**config.mk**
```make
export PLATFORM = sky130hd
export DESIGN_NAME = spectral_region_deviation_check
export DESIGN_NICKNAME = d
export VERILOG_FILES = /design/src/sv/spdev_pkg.sv /design/src/sv/spectral_region_deviation_check.sv
export SDC_FILE = /design/constraint.sdc
export NUM_CORES = 1
export LEC_CHECK = 0
export BUFFER_PORTS_ARGS = -buffer_cell sky130_fd_sc_hd__buf_4
export CAP_MARGIN = 25
export CORE_ASPECT_RATIO = 0.6
export CORE_MARGIN = 1
export CORE_UTILIZATION = 50
export DETAILED_ROUTE_END_ITERATION = 7
export GPL_TIMING_DRIVEN = 0
export PLACE_DENSITY = 0.81
export SETUP_SLACK_MARGIN = 0.02
export SLEW_MARGIN = 20
export SYNTH_ARGS = -nofsm -noshare
export SYNTH_HDL_FRONTEND = slang
export SYNTH_SLANG_ARGS = --single-unit
export TNS_END_PERCENT = 30
```
**constraint.sdc**
```tcl
create_clock -name clk -period 7.8 [get_ports clk]
set_input_delay 1.56 -clock clk [delete_from_list [all_inputs] [get_ports clk]]
set_output_delay 1.56 -clock clk [all_outputs]
set_load 0.05 [all_outputs]
```
**src/sv/spdev_pkg.sv**
```systemverilog
// ----------------------------------------------------------------------------
// spdev_pkg
// Shared widths, codes and reset values for the spectral region deviation
// check.
// ----------------------------------------------------------------------------
package spdev_pkg;

  localparam int BAND_W      = 12;
  localparam int DEV_W       = 13;
  localparam int TOL_W       = 11;
  localparam int REGION_W    = 3;
  localparam int CFG_IDX_W   = 3;
  localparam int CFG_DATA_W  = 12;
  localparam int NUM_OFFSETS = 6;

  localparam int BANDS_PER_REGION_DEF = 5;
  localparam int REGIONS_DEF          = 6;

  localparam logic signed [BAND_W-1:0] VALID_FLOOR  = -12'sd1280;
  localparam logic signed [BAND_W-1:0] SIGNAL_FLOOR = -12'sd960;

  localparam logic [REGION_W-1:0] NO_REGION = 3'd6;

  localparam logic [1:0] STATUS_NO_SIGNAL = 2'd0;
  localparam logic [1:0] STATUS_ON        = 2'd1;
  localparam logic [1:0] STATUS_NEAR      = 2'd2;
  localparam logic [1:0] STATUS_OFF       = 2'd3;

  localparam logic [CFG_IDX_W-1:0] REG_TOL    = 3'd0;
  localparam logic [CFG_IDX_W-1:0] REG_NEAR   = 3'd1;
  localparam logic [CFG_IDX_W-1:0] REG_OFF_A  = 3'd2;
  localparam logic [CFG_IDX_W-1:0] REG_OFF_B  = 3'd3;
  localparam logic [CFG_IDX_W-1:0] REG_OFF_C  = 3'd4;
  localparam logic [CFG_IDX_W-1:0] REG_OFF_D  = 3'd5;
  localparam logic [CFG_IDX_W-1:0] REG_OFF_E  = 3'd6;
  localparam logic [CFG_IDX_W-1:0] REG_OFF_F  = 3'd7;

  localparam logic [TOL_W-1:0] TOL_RESET  = 11'd48;
  localparam logic [TOL_W-1:0] NEAR_RESET = 11'd96;

  localparam logic signed [DEV_W-1:0] DEV_MAX = 13'sd4095;
  localparam logic signed [DEV_W-1:0] DEV_MIN = -13'sd4096;

endpackage

```
**src/sv/spectral_region_deviation_check.sv**
```systemverilog
// ----------------------------------------------------------------------------
// spectral_region_deviation_check
// Averages band energies per region, tracks the region farthest from its
// expected level and reports a verdict at the end of each track.
// ----------------------------------------------------------------------------
// A band that does not close a region is taken in while the block stays idle,
// so it is ready for the next band without a stall. A band that closes a region
// passes through these steps: intake, one step per dividend bit in the shared
// restoring divider that forms the region average, one to form the
// deviation and one to compare it against the worst so far. The last band of
// a track adds a step to move the verdict into the output register; a
// pending verdict that is not yet taken holds that step.
module spectral_region_deviation_check
  import spdev_pkg::*;
#(
  parameter int BANDS_PER_REGION = BANDS_PER_REGION_DEF,
  parameter int REGIONS          = REGIONS_DEF
) (
  input  logic                         clk,
  input  logic                         rst,
  input  logic                         band_valid,
  output logic                         band_stall,
  input  logic signed [BAND_W-1:0]     band_energy,
  input  logic signed [BAND_W-1:0]     peak_level,
  input  logic                         first_band,
  output logic                         verdict_valid,
  input  logic                         verdict_stall,
  output logic [1:0]                   status,
  output logic [REGION_W-1:0]          worst_region,
  output logic signed [DEV_W-1:0]      worst_deviation,
  output logic                         is_excess,
  output logic signed [BAND_W-1:0]     worst_energy,
  output logic signed [DEV_W-1:0]      worst_expected,
  output logic signed [BAND_W-1:0]     peak_out,
  input  logic                         cfg_valid,
  output logic                         cfg_ready,
  input  logic [CFG_IDX_W-1:0]         cfg_index,
  input  logic [CFG_DATA_W-1:0]        cfg_data
);

  localparam int CNT_W  = $clog2(BANDS_PER_REGION + 1);
  localparam int SUM_W  = BAND_W + CNT_W;
  localparam int DVD_W  = SUM_W - 1;
  localparam int STEP_W = $clog2(DVD_W);

  localparam logic [2:0] ST_IDLE = 3'd0;
  localparam logic [2:0] ST_DIV  = 3'd1;
  localparam logic [2:0] ST_DEV  = 3'd2;
  localparam logic [2:0] ST_UPD  = 3'd3;
  localparam logic [2:0] ST_EMIT = 3'd4;

  logic [2:0] state;

  logic [TOL_W-1:0]             tolerance;
  logic [TOL_W-1:0]             near_tolerance;
  logic signed [BAND_W-1:0]     offset [NUM_OFFSETS];

  logic [CNT_W-1:0]             bir;
  logic [REGION_W-1:0]          region;
  logic signed [SUM_W-1:0]      region_sum;
  logic [CNT_W-1:0]             valid_count;
  logic signed [BAND_W-1:0]     held_peak;
  logic [DEV_W-1:0]             worst_magnitude;
  logic [REGION_W-1:0]          worst_index;
  logic signed [DEV_W-1:0]      worst_signed;
  logic signed [BAND_W-1:0]     worst_avg;
  logic signed [DEV_W-1:0]      worst_target;

  logic [DVD_W-1:0]             dq;
  logic [CNT_W-1:0]             rem;
  logic [CNT_W-1:0]             div_cnt;
  logic                         div_neg;
  logic [STEP_W-1:0]            step;

  logic signed [DEV_W-1:0]      dev_sat;
  logic [DEV_W-1:0]             dev_mag;
  logic signed [BAND_W-1:0]     dev_avg;
  logic signed [DEV_W-1:0]      dev_exp;

  // intake
  logic                         accept;
  logic                         start;
  logic                         band_ok;
  logic [CNT_W-1:0]             bir_eff;
  logic [REGION_W-1:0]          region_eff;
  logic                         region_end;
  logic signed [SUM_W-1:0]      sum_add;
  logic [CNT_W-1:0]             cnt_add;
  logic [SUM_W-1:0]             sum_neg;

  // divider
  logic [CNT_W:0]               trial;
  logic [CNT_W:0]               trial_diff;
  logic                         trial_ge;

  // deviation
  logic [BAND_W-1:0]            quo;
  logic signed [BAND_W-1:0]     avg_c;
  logic signed [DEV_W-1:0]      exp_c;
  logic signed [DEV_W:0]        dev_wide;
  logic signed [DEV_W-1:0]      dev_c;
  logic [DEV_W-1:0]             mag_c;

  // verdict
  logic                         load_out;
  logic [1:0]                   status_c;
  logic [REGION_W-1:0]          region_c;
  logic signed [DEV_W-1:0]      dev_out_c;
  logic                         excess_c;
  logic signed [BAND_W-1:0]     avg_out_c;
  logic signed [DEV_W-1:0]      tgt_out_c;

  assign band_stall = (state != ST_IDLE);
  assign cfg_ready  = 1'b1;
  assign accept     = band_valid && !band_stall;

  always_comb begin
    start      = first_band || ((bir == '0) && (region == '0));
    bir_eff    = start ? '0 : bir;
    region_eff = start ? '0 : region;
    region_end = (bir_eff == CNT_W'(BANDS_PER_REGION - 1));
    band_ok    = (band_energy > VALID_FLOOR);
    sum_add    = (start ? SUM_W'(0) : region_sum)
               + (band_ok ? {{CNT_W{band_energy[BAND_W-1]}}, band_energy} : SUM_W'(0));
    cnt_add    = (start ? CNT_W'(0) : valid_count) + CNT_W'(band_ok);
    sum_neg    = -sum_add;
  end

  always_comb begin
    trial      = {rem, dq[DVD_W-1]};
    trial_ge   = (trial >= {1'b0, div_cnt});
    trial_diff = trial - {1'b0, div_cnt};
  end

  always_comb begin
    quo   = dq[BAND_W-1:0];
    avg_c = div_neg ? -$signed(quo) : $signed(quo);
    if (div_cnt == '0) begin
      avg_c = '0;
    end
    exp_c    = {held_peak[BAND_W-1], held_peak} + {offset[region][BAND_W-1], offset[region]};
    dev_wide = {{2{avg_c[BAND_W-1]}}, avg_c} - {exp_c[DEV_W-1], exp_c};
    if (dev_wide[DEV_W] != dev_wide[DEV_W-1]) begin
      dev_c = dev_wide[DEV_W] ? DEV_MIN : DEV_MAX;
    end else begin
      dev_c = dev_wide[DEV_W-1:0];
    end
    if (div_cnt == '0) begin
      dev_c = '0;
    end
    mag_c = dev_c[DEV_W-1] ? -dev_c : dev_c;
  end

  always_comb begin
    status_c  = STATUS_ON;
    region_c  = NO_REGION;
    dev_out_c = '0;
    excess_c  = 1'b0;
    avg_out_c = '0;
    tgt_out_c = '0;
    if (held_peak < SIGNAL_FLOOR) begin
      status_c = STATUS_NO_SIGNAL;
    end else if (worst_index != NO_REGION) begin
      region_c  = worst_index;
      dev_out_c = worst_signed;
      avg_out_c = worst_avg;
      tgt_out_c = worst_target;
      if (worst_magnitude <= DEV_W'(tolerance)) begin
        status_c = STATUS_ON;
      end else begin
        status_c = (worst_magnitude <= DEV_W'(near_tolerance)) ? STATUS_NEAR : STATUS_OFF;
        excess_c = !worst_signed[DEV_W-1] && (worst_signed != '0);
      end
    end
  end

  assign load_out = (state == ST_EMIT) && (!verdict_valid || !verdict_stall);

  always_ff @(posedge clk) begin
    if (rst) begin
      tolerance      <= TOL_RESET;
      near_tolerance <= NEAR_RESET;
      for (int i = 0; i < NUM_OFFSETS; i++) begin
        offset[i] <= '0;
      end
    end else if (cfg_valid) begin
      case (cfg_index)
        REG_TOL:   tolerance      <= cfg_data[TOL_W-1:0];
        REG_NEAR:  near_tolerance <= cfg_data[TOL_W-1:0];
        REG_OFF_A: offset[0]      <= cfg_data;
        REG_OFF_B: offset[1]      <= cfg_data;
        REG_OFF_C: offset[2]      <= cfg_data;
        REG_OFF_D: offset[3]      <= cfg_data;
        REG_OFF_E: offset[4]      <= cfg_data;
        REG_OFF_F: offset[5]      <= cfg_data;
        default:   tolerance      <= tolerance;
      endcase
    end
  end

  always_ff @(posedge clk) begin
    if (rst) begin
      state           <= ST_IDLE;
      bir             <= '0;
      region          <= '0;
      region_sum      <= '0;
      valid_count     <= '0;
      held_peak       <= '0;
      worst_magnitude <= '0;
      worst_index     <= NO_REGION;
      worst_signed    <= '0;
      worst_avg       <= '0;
      worst_target    <= '0;
      verdict_valid   <= 1'b0;
    end else begin
      if (load_out) begin
        verdict_valid <= 1'b1;
      end else if (verdict_valid && !verdict_stall) begin
        verdict_valid <= 1'b0;
      end
      case (state)
        ST_IDLE: begin
          if (accept) begin
            if (start) begin
              held_peak       <= peak_level;
              worst_magnitude <= '0;
              worst_index     <= NO_REGION;
              worst_signed    <= '0;
              worst_avg       <= '0;
              worst_target    <= '0;
            end
            region <= region_eff;
            if (region_end) begin
              bir         <= '0;
              region_sum  <= '0;
              valid_count <= '0;
              dq          <= sum_add[SUM_W-1] ? sum_neg[DVD_W-1:0] : sum_add[DVD_W-1:0];
              div_neg     <= sum_add[SUM_W-1];
              div_cnt     <= cnt_add;
              rem         <= '0;
              step        <= STEP_W'(DVD_W - 1);
              state       <= ST_DIV;
            end else begin
              bir         <= bir_eff + CNT_W'(1);
              region_sum  <= sum_add;
              valid_count <= cnt_add;
            end
          end
        end
        ST_DIV: begin
          rem <= trial_ge ? trial_diff[CNT_W-1:0] : trial[CNT_W-1:0];
          dq  <= {dq[DVD_W-2:0], trial_ge};
          if (step == '0) begin
            state <= ST_DEV;
          end else begin
            step <= step - STEP_W'(1);
          end
        end
        ST_DEV: begin
          dev_sat <= dev_c;
          dev_mag <= mag_c;
          dev_avg <= avg_c;
          dev_exp <= exp_c;
          state   <= ST_UPD;
        end
        ST_UPD: begin
          if (dev_mag > worst_magnitude) begin
            worst_magnitude <= dev_mag;
            worst_index     <= region;
            worst_signed    <= dev_sat;
            worst_avg       <= dev_avg;
            worst_target    <= dev_exp;
          end
          if (region == REGION_W'(REGIONS - 1)) begin
            region <= '0;
            state  <= ST_EMIT;
          end else begin
            region <= region + REGION_W'(1);
            state  <= ST_IDLE;
          end
        end
        ST_EMIT: begin
          if (load_out) begin
            state <= ST_IDLE;
          end
        end
        default: state <= ST_IDLE;
      endcase
    end
  end

  always_ff @(posedge clk) begin
    if (load_out) begin
      status          <= status_c;
      worst_region    <= region_c;
      worst_deviation <= dev_out_c;
      is_excess       <= excess_c;
      worst_energy    <= avg_out_c;
      worst_expected  <= tgt_out_c;
      peak_out        <= held_peak;
    end
  end

  a_worst_nonzero: assert property (@(posedge clk) disable iff (rst)
    (worst_index != NO_REGION) |-> (worst_magnitude != '0))
    else $error("worst region recorded with zero magnitude");

  a_mag_range: assert property (@(posedge clk) disable iff (rst)
    (worst_magnitude <= DEV_W'(4096)))
    else $error("worst magnitude beyond saturated range");

  a_div_exit: assert property (@(posedge clk) disable iff (rst)
    (state == ST_DIV) |=> ((state == ST_DIV) || (state == ST_DEV)))
    else $error("divider left early");

  a_no_signal: assert property (@(posedge clk) disable iff (rst)
    (verdict_valid && (status == STATUS_NO_SIGNAL))
      |-> ((worst_region == NO_REGION) && (worst_deviation == '0) && !is_excess))
    else $error("no-signal verdict carries region data");

  a_excess: assert property (@(posedge clk) disable iff (rst)
    (verdict_valid && is_excess)
      |-> (!worst_deviation[DEV_W-1] && ((status == STATUS_NEAR) || (status == STATUS_OFF))))
    else $error("excess flag on wrong verdict");

endmodule
```
# --- Word-level counts from Yosys, hierarchy flattened ---
# Memory sizes are Yosys's and may differ from the RTL's. A register that Yosys moved wholly into a read port is not among the register bits.
# Index checks and enable logic that the tools add are counted.
# W data, S select, Z words.
word_totals:
  ff_bits: 248
  mem_bits_rw: 72
  in_bits: 45
  output_inout_bits: 59
  wordCells: 205
  mem_count: 1
classes:
  n_addsub: 11
  order_cmp: 6
  eq_ne: 22
  mux: 90
  bitwise_logic: 8
  reduce_logical: 35
mem_list:
  columns: ["memory", "depth", "width", "rd", "rd_ports_with_merged_regs", "write_ports", "line", "source"]
  rows:
  - ["offset", 6, 12, 1, 1, 6, "spectral_region_deviation_check.sv:56", "logic signed [BAND_W-1:0] offset [NUM_OFFSETS];"]
op_table:
  columns: ["op", "count"]
  rows:
  - ["$mux W12", 12]
  - ["$mux W13", 8]
  - ["$pmux W13 S2", 3]
  - ["$mux W3", 20]
  - ["$mux W15", 3]
  - ["$mux W14", 3]
  - ["$mux W1", 31]
  - ["$pmux W14 S2", 1]
  - ["$le A13 B11 Y1", 2]
  - ["$pmux W12 S2", 1]
  - ["$eq A3 B3 Y1 const B", 7]
  - ["$pmux W3 S2", 3]
  - ["$reduce_and A4 Y1", 4]
  - ["$add A15 B15 Y15", 1]
  - ["$logic_not A3 Y1", 5]
  - ["$pmux W3 S5", 1]
  - ["$ne A2 B2 Y1 const B", 7]
  - ["$neg A14 Y14", 1]
  - ["$sub A12 B13 Y14", 1]
  - ["$add A12 B12 Y13", 1]
  - ["$gt A13 B13 Y1", 1]
  - ["$neg A13 Y13", 1]
  - ["$reduce_bool A13 Y1", 1]
  - ["$eq A3 B2 Y1 const B", 4]
  - ["other kinds (26)", 50]

# --- Longest topological paths before layout ---
# Gate-level depths: netlist (run 1).
logic_depth:
  depth_word: 10
  ltp_mapped: 34
  ltp_nobuf: 31

# --- Worst setup path before layout (run 1) ---
# No wires, ideal clock.
synth_path:
  path_type: "input to register"
  startpoint: "input port rst"
  endpoint: "register dev_avg[0], enable pin"
  setup_time_ps: 600
  arrival_time_ps: 7326
  t_required_ps: 7200
  path_slack_ps: -126
  cell_stages: 4
  n_path_buf: 3
  cell_sequence: "clkbuf_1 > clkbuf_1 > clkbuf_1 > nor4b_1"
synth_via:
  elab_chain_cells: 2
synth_rtl:
  columns: ["item", "line", "source"]
  rows:
  - ["from (decl)", "spectral_region_deviation_check.sv:20", "input logic rst,"]
  - ["$not A1 Y1 (no line)", null, null]
  - ["$reduce_and A2 Y1 (no line)", null, null]
  - ["to (signal assigned)", "spectral_region_deviation_check.sv:262", "dev_avg <= avg_c;"]
  - ["to (decl)", "spectral_region_deviation_check.sv:77", "logic signed [BAND_W-1:0] dev_avg;"]
# No other way between the ends.
# A chain may end at the register's enable or synchronous reset.

==> reports/metrics.yaml, run 1 <==
status: "completed"
synth_fp_nets: 1767
clockBufferDepth: 3
core_area_sq_um: 32540
antenna_cells: 0
hold_violations: 0
crit_top_cell: "a21o_1"
total_power_w: 0.005988
die_area_sq_um: 33970
insertion_delay_ns: 0.59
grt_antenna_before_repair: 0
ios: 104
path_class: "flop to flop"
slew_viol_final: 0
yosysTopAreaCell: "edfxtp_1"
initial_utilization: 0.5103
cts_tree: "yes"
synth_edf_count: 203
min_period_over_period: 0.9448
slew_headroom: 0.3552
grt_pass1_wl_mm: 66.56
first_pass_iters: 5
reg2reg_slack_ns: 0.43
rr_endpoint: "dev_mag[6]"
postRouteAntennaNets: 0
finalWirelength_mm: 42.74
dieHeight_um: 143.2
worst-r2r-cell-count: 29
m1WireLength_mm: 19.22
stdcell_count: 2222
vias: 12950
yosys.area.top_type_share: 0.3671
area_delta_synth_final_pct: 15.72
rsz0062_at_grt: "false"
period_needed_ns: 7.370
synth_area_sq_um: 16610
grt_pass1_vias: 12480
dp_hpwl_mm: 32.30
grt_max_degree: 27
synth.avg_cell_area_sq_um: 10.18
grt_usage: 0.2510
hold_path_end: "valid_count[0]"
gp_congestion: 0.9843
met2RoutedLength_mm: 18.55
cp_slowest_stage_delay_ns: 0.55
pwr-share-clk: 0.261
htree_levels: 1
syn_inst: 1631
p_sw_w: 0.002269
worstHoldPathCells: 2
place_ws_ns: -1.564
setup_viol: 0
wl_met3_mm: 4.186
fill_cells: 2637
critPathMaxFanout: 11
yosys-top-cells-area: "edfxtp_1 (37%), dfxtp_1 (14%), ha_1 (6.6%)"
pwr-share-comb: 0.373
drive_above_1_share: 0.1224
top_layer_used: "met4"
tns_ns: 0
synth_ff_type: "edfxtp_1"
numPortBuffers: 101
yosysUniqueCellTypes: 71
p_leak_nw: 7.203
wl_per_cell_um: 19.24
die_w_um: 237.3
grt-ovfl-total: 0
seq_area_frac_synth: 0.5093
seq_area_sq_um: 8459
cp_slowest_cell: "mux4_2"
design.final.nets: 1910
cap_violations: 0
fin_skew_ns: 0.01759
synthArstFlopShare: 0
root_buffer: "clkbuf_16"
irDropWorstVdd_mv: 0.3284
endpoint_kind: "flop"
clock-sinks: 321
ys_ff_latch: 321
cts-buffers-inserted: 30
switching_share: 0.3790
tightestPinTransition_ns: 0.9429
power.density_nw_per_um2: 311.6
yosysWarnings: 0
hp-start: "valid_count[0]"
num_rows: 51
critPathRequiredTime_ns: 8.13
start_kind: "flop"
internal_power_w: 0.003718
dp.cells: 2165
fmax_mhz: 135.7
worst_slack_ns: 0.4305
fin_util: 0.5905
drc: 0
clk_pin_slew_worst_paths_ns: 0.07
via_per_inst: 5.829
hold_class: "flop to flop"
drt_iter0_drc: 1528
multi_input_area_sq_um: 7599
worstPathArrival_ns: 7.70
pwr-share-seq: 0.365
logic make-up after synthesis:
| group | count (synthesis) | synth area share |
|---|---|---|
| AND/OR/NAND/NOR | 579 | 0.1758 |
| AO/OA/AOI/OAI | 381 | 0.1478 |
| flip-flops | 321 | 0.5093 |
| buffers and inverters | 172 | 0.03971 |
| adder cells (fa/ha/maj) | 91 | 0.07037 |
| XOR/XNOR | 55 | 0.02901 |
| multiplexers | 31 | 0.02780 |
| other | 1 | 0.0002258 |
synthesized netlist by cell type, types with 20 or more instances:
cell type and number:
a21o_1 25, a21oi_1 144, and2_1 132, clkbuf_1 80
dfxtp_1 118, edfxtp_1 203, ha_1 87, inv_1 85
nand2_1 127, nand3_1 67, nor2_1 118, nor2b_1 20
nor3_1 38, o211ai_1 54, o21ai_0 42, xnor2_1 29
xor2_1 26
final cells by class:
cell class,instances,area share
plain buffers,85,0.01804
clock buffers,38,0.04493
clock inverters,18,0.01094
inverters,85,0.01660
multi-input cells,1138,0.3954
flip-flops and latches,321,0.4402
well taps,424,0.02761
repair buffers,113,0.04623
through the flow:
stage | hold slack [ns] | instance area [sq um]
after floorplan | 0.4273 | 16610
after global placement | 0.4334 | 17900
after detailed placement | 0.4465 | 18060
after CTS | 0.4561 | 19150
after global routing | 0.4831 | 19220
final | 0.4574 | 19220
worst max-delay path, delay by kind of cell, from the launching register on:
| family | cells | cell delay (ns) |
|---|---|---|
| flip-flops | 1 | 0.48 |
| multiplexers | 1 | 0.55 |
| buffers and inverters | 2 | 0.35 |
| adder cells (fa/ha/maj) | 4 | 1.42 |
| AND/OR/NAND/NOR | 5 | 0.73 |
| AO/OA/AOI/OAI | 15 | 3.16 |
| XOR/XNOR | 2 | 0.40 |
power groups by stage:
stage	sequential [W]	clock (W)	combinational (W)
after detailed placement	0.00222	0	0.00211
after floorplan	0.00230	0	0.00137
after global placement	0.00223	0	0.00202
final	0.00219	0.00157	0.00224
after CTS	0.00218	0.00159	0.00213
after global routing	0.00220	0.00164	0.00240
how the worst max path moves through the flow:
stage,startpoint,endpoint,slack (ns)
finish,flop,dev_mag[6],0.43
CTS,flop,dev_mag[6],0.05
detailed placement,flop,dev_mag[6],-1.56
global placement,flop,dev_mag[6],-1.41
floorplan,flop,dev_mag[6],0.45
global route,flop,dev_mag[6],0.003
sequential cells by signal, summed over array words and instances, names as in the netlist, 11 cells and up, named ones only:
signal and count:
tolerance 11, dq 14, dev_exp 13, worst_magnitude 13, region_sum 15, worst_expected 13
near_tolerance 11, dev_sat 13, dev_avg 12, worst_energy 12, offset 72, held_peak 12
dev_mag 12, peak_out 12, worst_target 13, worst_deviation 13, worst_avg 12, worst_signed 12
placed cells by master (no fill, tap or decap), types with 6 or more instances in the layout:
cell	netlist	routed
dfxtp_1	118	117
o21ai_0	42	42
a22oi_1	15	15
a21oi_1	144	141
or2_2	6	6
edfxtp_1	203	203
a31oi_1	8	8
clkbuf_1	80	78
mux4_2	12	12
o21ai_1	9	8
nor4_1	16	14
xnor2_1	29	29
nor2_1	118	117
inv_1	85	85
a21o_1	25	25
nand3_1	67	67
nor2b_1	20	20
or3_1	10	10
clkbuf_16	0	32
buf_2	2	6
nor3_1	38	38
xor2_1	26	25
o211ai_1	54	54
mux2i_1	18	18
a211o_1	8	8
and2_1	132	132
nand2b_1	15	15
nand4_1	7	7
a211oi_1	11	10
o21a_1	18	18
buf_4	1	107
ha_1	87	86
nand2_1	127	127
routing by layer:
| layer | up-vias | GRT usage |
|---|---|---|
| met5 | - | 0 |
| met4 | 0 | 0.05535 |
| met3 | 63 | 0.06650 |
| met2 | 517 | 0.3860 |
| met1 | 6204 | 0.3549 |
| li1 | 6167 | - |
timing repair:
action,4_1_cts,5_1_grt
hold buffers,0,0
setup buffers,0,2
setup endpoints to repair,24,10
pin swaps,0,1
gates resized for setup,8,12
Power figures use the tool's default switching activity.
==> run 2: changes to the inputs <==
--- a/config.mk
+++ b/config.mk
@@ -5,14 +5,15 @@
 export SDC_FILE = /design/constraint.sdc
 export NUM_CORES = 1
 export LEC_CHECK = 0
+export ABC_AREA = 1
 export BUFFER_PORTS_ARGS = -buffer_cell sky130_fd_sc_hd__buf_4
 export CAP_MARGIN = 25
 export CORE_ASPECT_RATIO = 0.6
 export CORE_MARGIN = 1
-export CORE_UTILIZATION = 50
+export CORE_UTILIZATION = 55
 export DETAILED_ROUTE_END_ITERATION = 7
 export GPL_TIMING_DRIVEN = 0
-export PLACE_DENSITY = 0.81
+export PLACE_DENSITY = 0.84
 export SETUP_SLACK_MARGIN = 0.02
 export SLEW_MARGIN = 20
 export SYNTH_ARGS = -nofsm -noshare
==> constraint.sdc (replaced) <==
create_clock -name clk -period 8.3 [get_ports clk]
set_input_delay 1.66 -clock clk [delete_from_list [all_inputs] [get_ports clk]]
set_output_delay 1.66 -clock clk [all_outputs]
set_load 0.05 [all_outputs]
==> run 2 against run 1 <==
Compared with the run above: global-route usage up 3.2 points; cell count up 18%; non-clock buffer count down 10; sequential share of layout area down 0.51 points; via count up 14%; combinational power down 57%; critical path depth up 4; flip-flop and latch count unchanged; synthesized area up 1.8%; core utilization up 5.5 points.
==> reports/metrics.yaml, run 2 <==
min_period_over_period: 0.8774  # -0.06742
slew_headroom: 0.3195  # -0.03567
period_needed_ns: 7.282  # -0.08721 ns
cts-buffers-inserted: 30  # unchanged
start_kind: "flop"
drc: 0  # unchanged
ys_ff_latch: 321  # unchanged
status: "completed"
fmax_mhz: 137.3  # +1.2%
tightestPinTransition_ns: 1.021  # +0.07788 ns
clockBufferDepth: 3  # unchanged
gp_congestion: 0.9506  # -3.4%
worst_hold_slack_ns: 0.4548  # -0.002615 ns
ys_top_cells_by_count: "nand2_1 (450), nor2_1 (286), inv_1 (275), edfxtp_1 (203), nand3_1 (130)"
die_w_um: 228.3  # -3.8%
hold_class: "flop to flop"
grt_max_degree: 31  # +15%
final_common_cell: "nand2_1"
crit_top_cell: "nand2_1"
cts.repair.resized: 0  # -8
area_delta_synth_final_pct: 14.99
syn_inst: 2041  # +25%
clk_pin_slew_worst_paths_ns: 0.08  # about the same
hold_violations: 0  # unchanged
pwr-share-comb: 0.222  # -0.151
path_class: "flop to flop"
setup_viol: 0  # unchanged
first_pass_iters: 6  # +1
synth_area_sq_um: 16910  # +1.8%
critPathRequiredTime_ns: 8.64  # +0.51 ns
p_sw_w: 0.001311  # -42%
design.final.nets: 2319  # +21%
switching_share: 0.3048  # -0.07423
drt_iter0_drc: 1888  # +24%
pwr-share-clk: 0.354  # +0.093
cap_violations: 0  # unchanged
grt_usage: 0.2830  # +0.03200
cts_hold_buf: 0  # unchanged
yosysUniqueCellTypes: 53  # -25%
root_buffer: "clkbuf_16"
yosysWarnings: 0  # unchanged
rsz0062_at_grt: "false"
yosys.area.top_type_share: 0.3606  # -0.006520
top_register: "offset"
grt_pass1_vias: 13650  # +9.4%
tns_ns: 0  # unchanged
die_area_sq_um: 31470  # -7.4%
numPortBuffers: 101  # unchanged
irDropWorstVdd_mv: 0.1563  # -52%
num_rows: 49  # -3.9%
initial_utilization: 0.5616  # +0.05135
seq_area_frac_synth: 0.5003  # -0.009047
cp_slowest_stage_delay_ns: 0.43  # -0.12 ns
grt_antenna_before_repair: 0  # unchanged
dp_hpwl_mm: 34.11  # +5.6%
endpoint_kind: "flop"
clock-sinks: 321  # unchanged
synth.avg_cell_area_sq_um: 8.283  # -19%
fin_skew_ns: 0.02952  # +0.01193 ns
vias: 14750  # +14%
cp_slowest_cell: "clkbuf_1"
antenna_cells: 0  # unchanged
finalWirelength_mm: 44.92  # +5.1%
ios: 104  # unchanged
synth_ff_type: "edfxtp_1"
largest_reg_flops: 72  # unchanged
worstPathArrival_ns: 7.62  # -0.08 ns
synth_fp_nets: 2177  # +23%
power.density_nw_per_um2: 221.3  # -29%
layout_common_cells: "nand2_1 (450), nor2_1 (284), inv_1 (275)"
synth_edf_count: 203  # unchanged
p_leak_nw: 8.533  # +18%
synthArstFlopShare: 0  # unchanged
via_per_inst: 5.642  # -3.2%
grt_pass1_wl_mm: 69.86  # +5.0%
core_area_sq_um: 30100  # -7.5%
postCtsSetupBuffers: 0  # unchanged
cts_tree: "yes"
slew_viol_final: 0  # unchanged
wl_per_cell_um: 17.18  # -11%
postRouteAntennaNets: 0  # unchanged
yosys-top-cells-area: "edfxtp_1 (36%), dfxtp_1 (14%), nand2_1 (10%)"
critPathMaxFanout: 10  # -1
insertion_delay_ns: 0.59  # about the same
yosysMostFrequentCell: "nand2_1"
top_regs: "offset (72), region_sum (15), dq (14)"
drive_above_1_share: 0.09923  # -0.02313
grt-ovfl-total: 0  # unchanged
internal_power_w: 0.002991  # -20%
dieHeight_um: 137.8  # -3.7%
fill_cells: 2352  # -11%
htree_levels: 1  # unchanged
yosysTopAreaCell: "edfxtp_1"
pwr-share-seq: 0.424  # +0.059
==> run 2: cell types whose count changed in the layout (fill, tap and decap cells not counted), sizes merged, moves of 53 or more <==
cell,change
nor2,+176
and2,-129
nand2,+333
inv,+194
o21ai,+53
nand3,+68
==> run 2: cell families after synthesis <==
| group | count (synthesis) | synth area share |
|---|---|---|
| adders and majority gates | 91 | 0.06912 |
| buffers and inverters | 361 | 0.08222 |
| and+or+nand+nor | 947 | 0.2340 |
| AOI/OAI and AO/OA | 285 | 0.09599 |
| xor gates and xnor gates | 35 | 0.01813 |
| DFF | 321 | 0.5003 |
| other | 1 | 0.0002218 |
==> run 2: metrics by stage <==
step	instance area, sq um	setup slack [ns]	power (W)	std cells	utilization
final	19440	1.018	0.004302	2615	0.6458
after global routing	19440	0.4434	0.004462	2615	0.6458
after CTS	19440	1.206	0.004279	2615	0.6458
after detailed placement	18340	1.255	0.002776	2559	0.6091
after global placement	18170	1.356	0.002744	2550	0.6038
after floorplan	16910	2.771	0.002525	2041	-
==> run 2: cell type report <==
cell class | instances | area (sq um) | area share
well taps | 408 | 510.5 | 0.02626
plain buffers | 78 | 327.8 | 0.01686
multi-input cells | 1359 | 7087 | 0.3645
flip-flops and latches | 321 | 8458 | 0.4351
inverters | 283 | 1062 | 0.05464
clock inverters | 15 | 209.0 | 0.01075
clock buffers | 41 | 895.9 | 0.04608
repair buffers | 110 | 889.6 | 0.04576
==> run 2: critical path: cells and delay by family, from the launching register on <==
| family | cells | cell delay [ns] |
|---|---|---|
| fa+ha+maj | 5 | 1.70 |
| buf+inv | 7 | 1.49 |
| flops | 1 | 0.30 |
| simple gates | 13 | 1.51 |
| xor+xnor | 2 | 0.60 |
| compound gates | 6 | 1.42 |
==> run 2: per-layer routing <==
| layer | part of all wire | GRT usage | vias to the layer above |
|---|---|---|---|
| met5 | 0 | 0 | - |
| met4 | 0.025 | 0.07905 | 0 |
| met3 | 0.11 | 0.04760 | 84 |
| met2 | 0.43 | 0.4450 | 790 |
| met1 | 0.43 | 0.4047 | 6889 |
| li1 | - | - | 6991 |
==> run 2: path summary, 6_finish.rpt <==
| kind | slack [ns] | depth (start not counted) | endpoint | start |
|---|---|---|---|---|
| setup / recovery | 1.02 | 33 | dev_mag[8] | flop |
| hold / removal | 0.45 | 0 | peak_out[4] | held_peak[4] |
| setup reg to reg | 1.02 | 33 | dev_mag[8] | flop |
| hold reg to reg | 0.45 | 0 | peak_out[4] | held_peak[4] |
==> run 2: power groups by stage <==
stage	clock network, W	logic, W	registers (W)
3_5_place_dp	0	0.000918	0.00186
4_1_cts	0.00153	0.000930	0.00182
5_1_grt	0.00158	0.00105	0.00183
2_1_floorplan	0	0.000680	0.00185
3_3_place_gp	0	0.000888	0.00186
6_report	0.00152	0.000957	0.00182
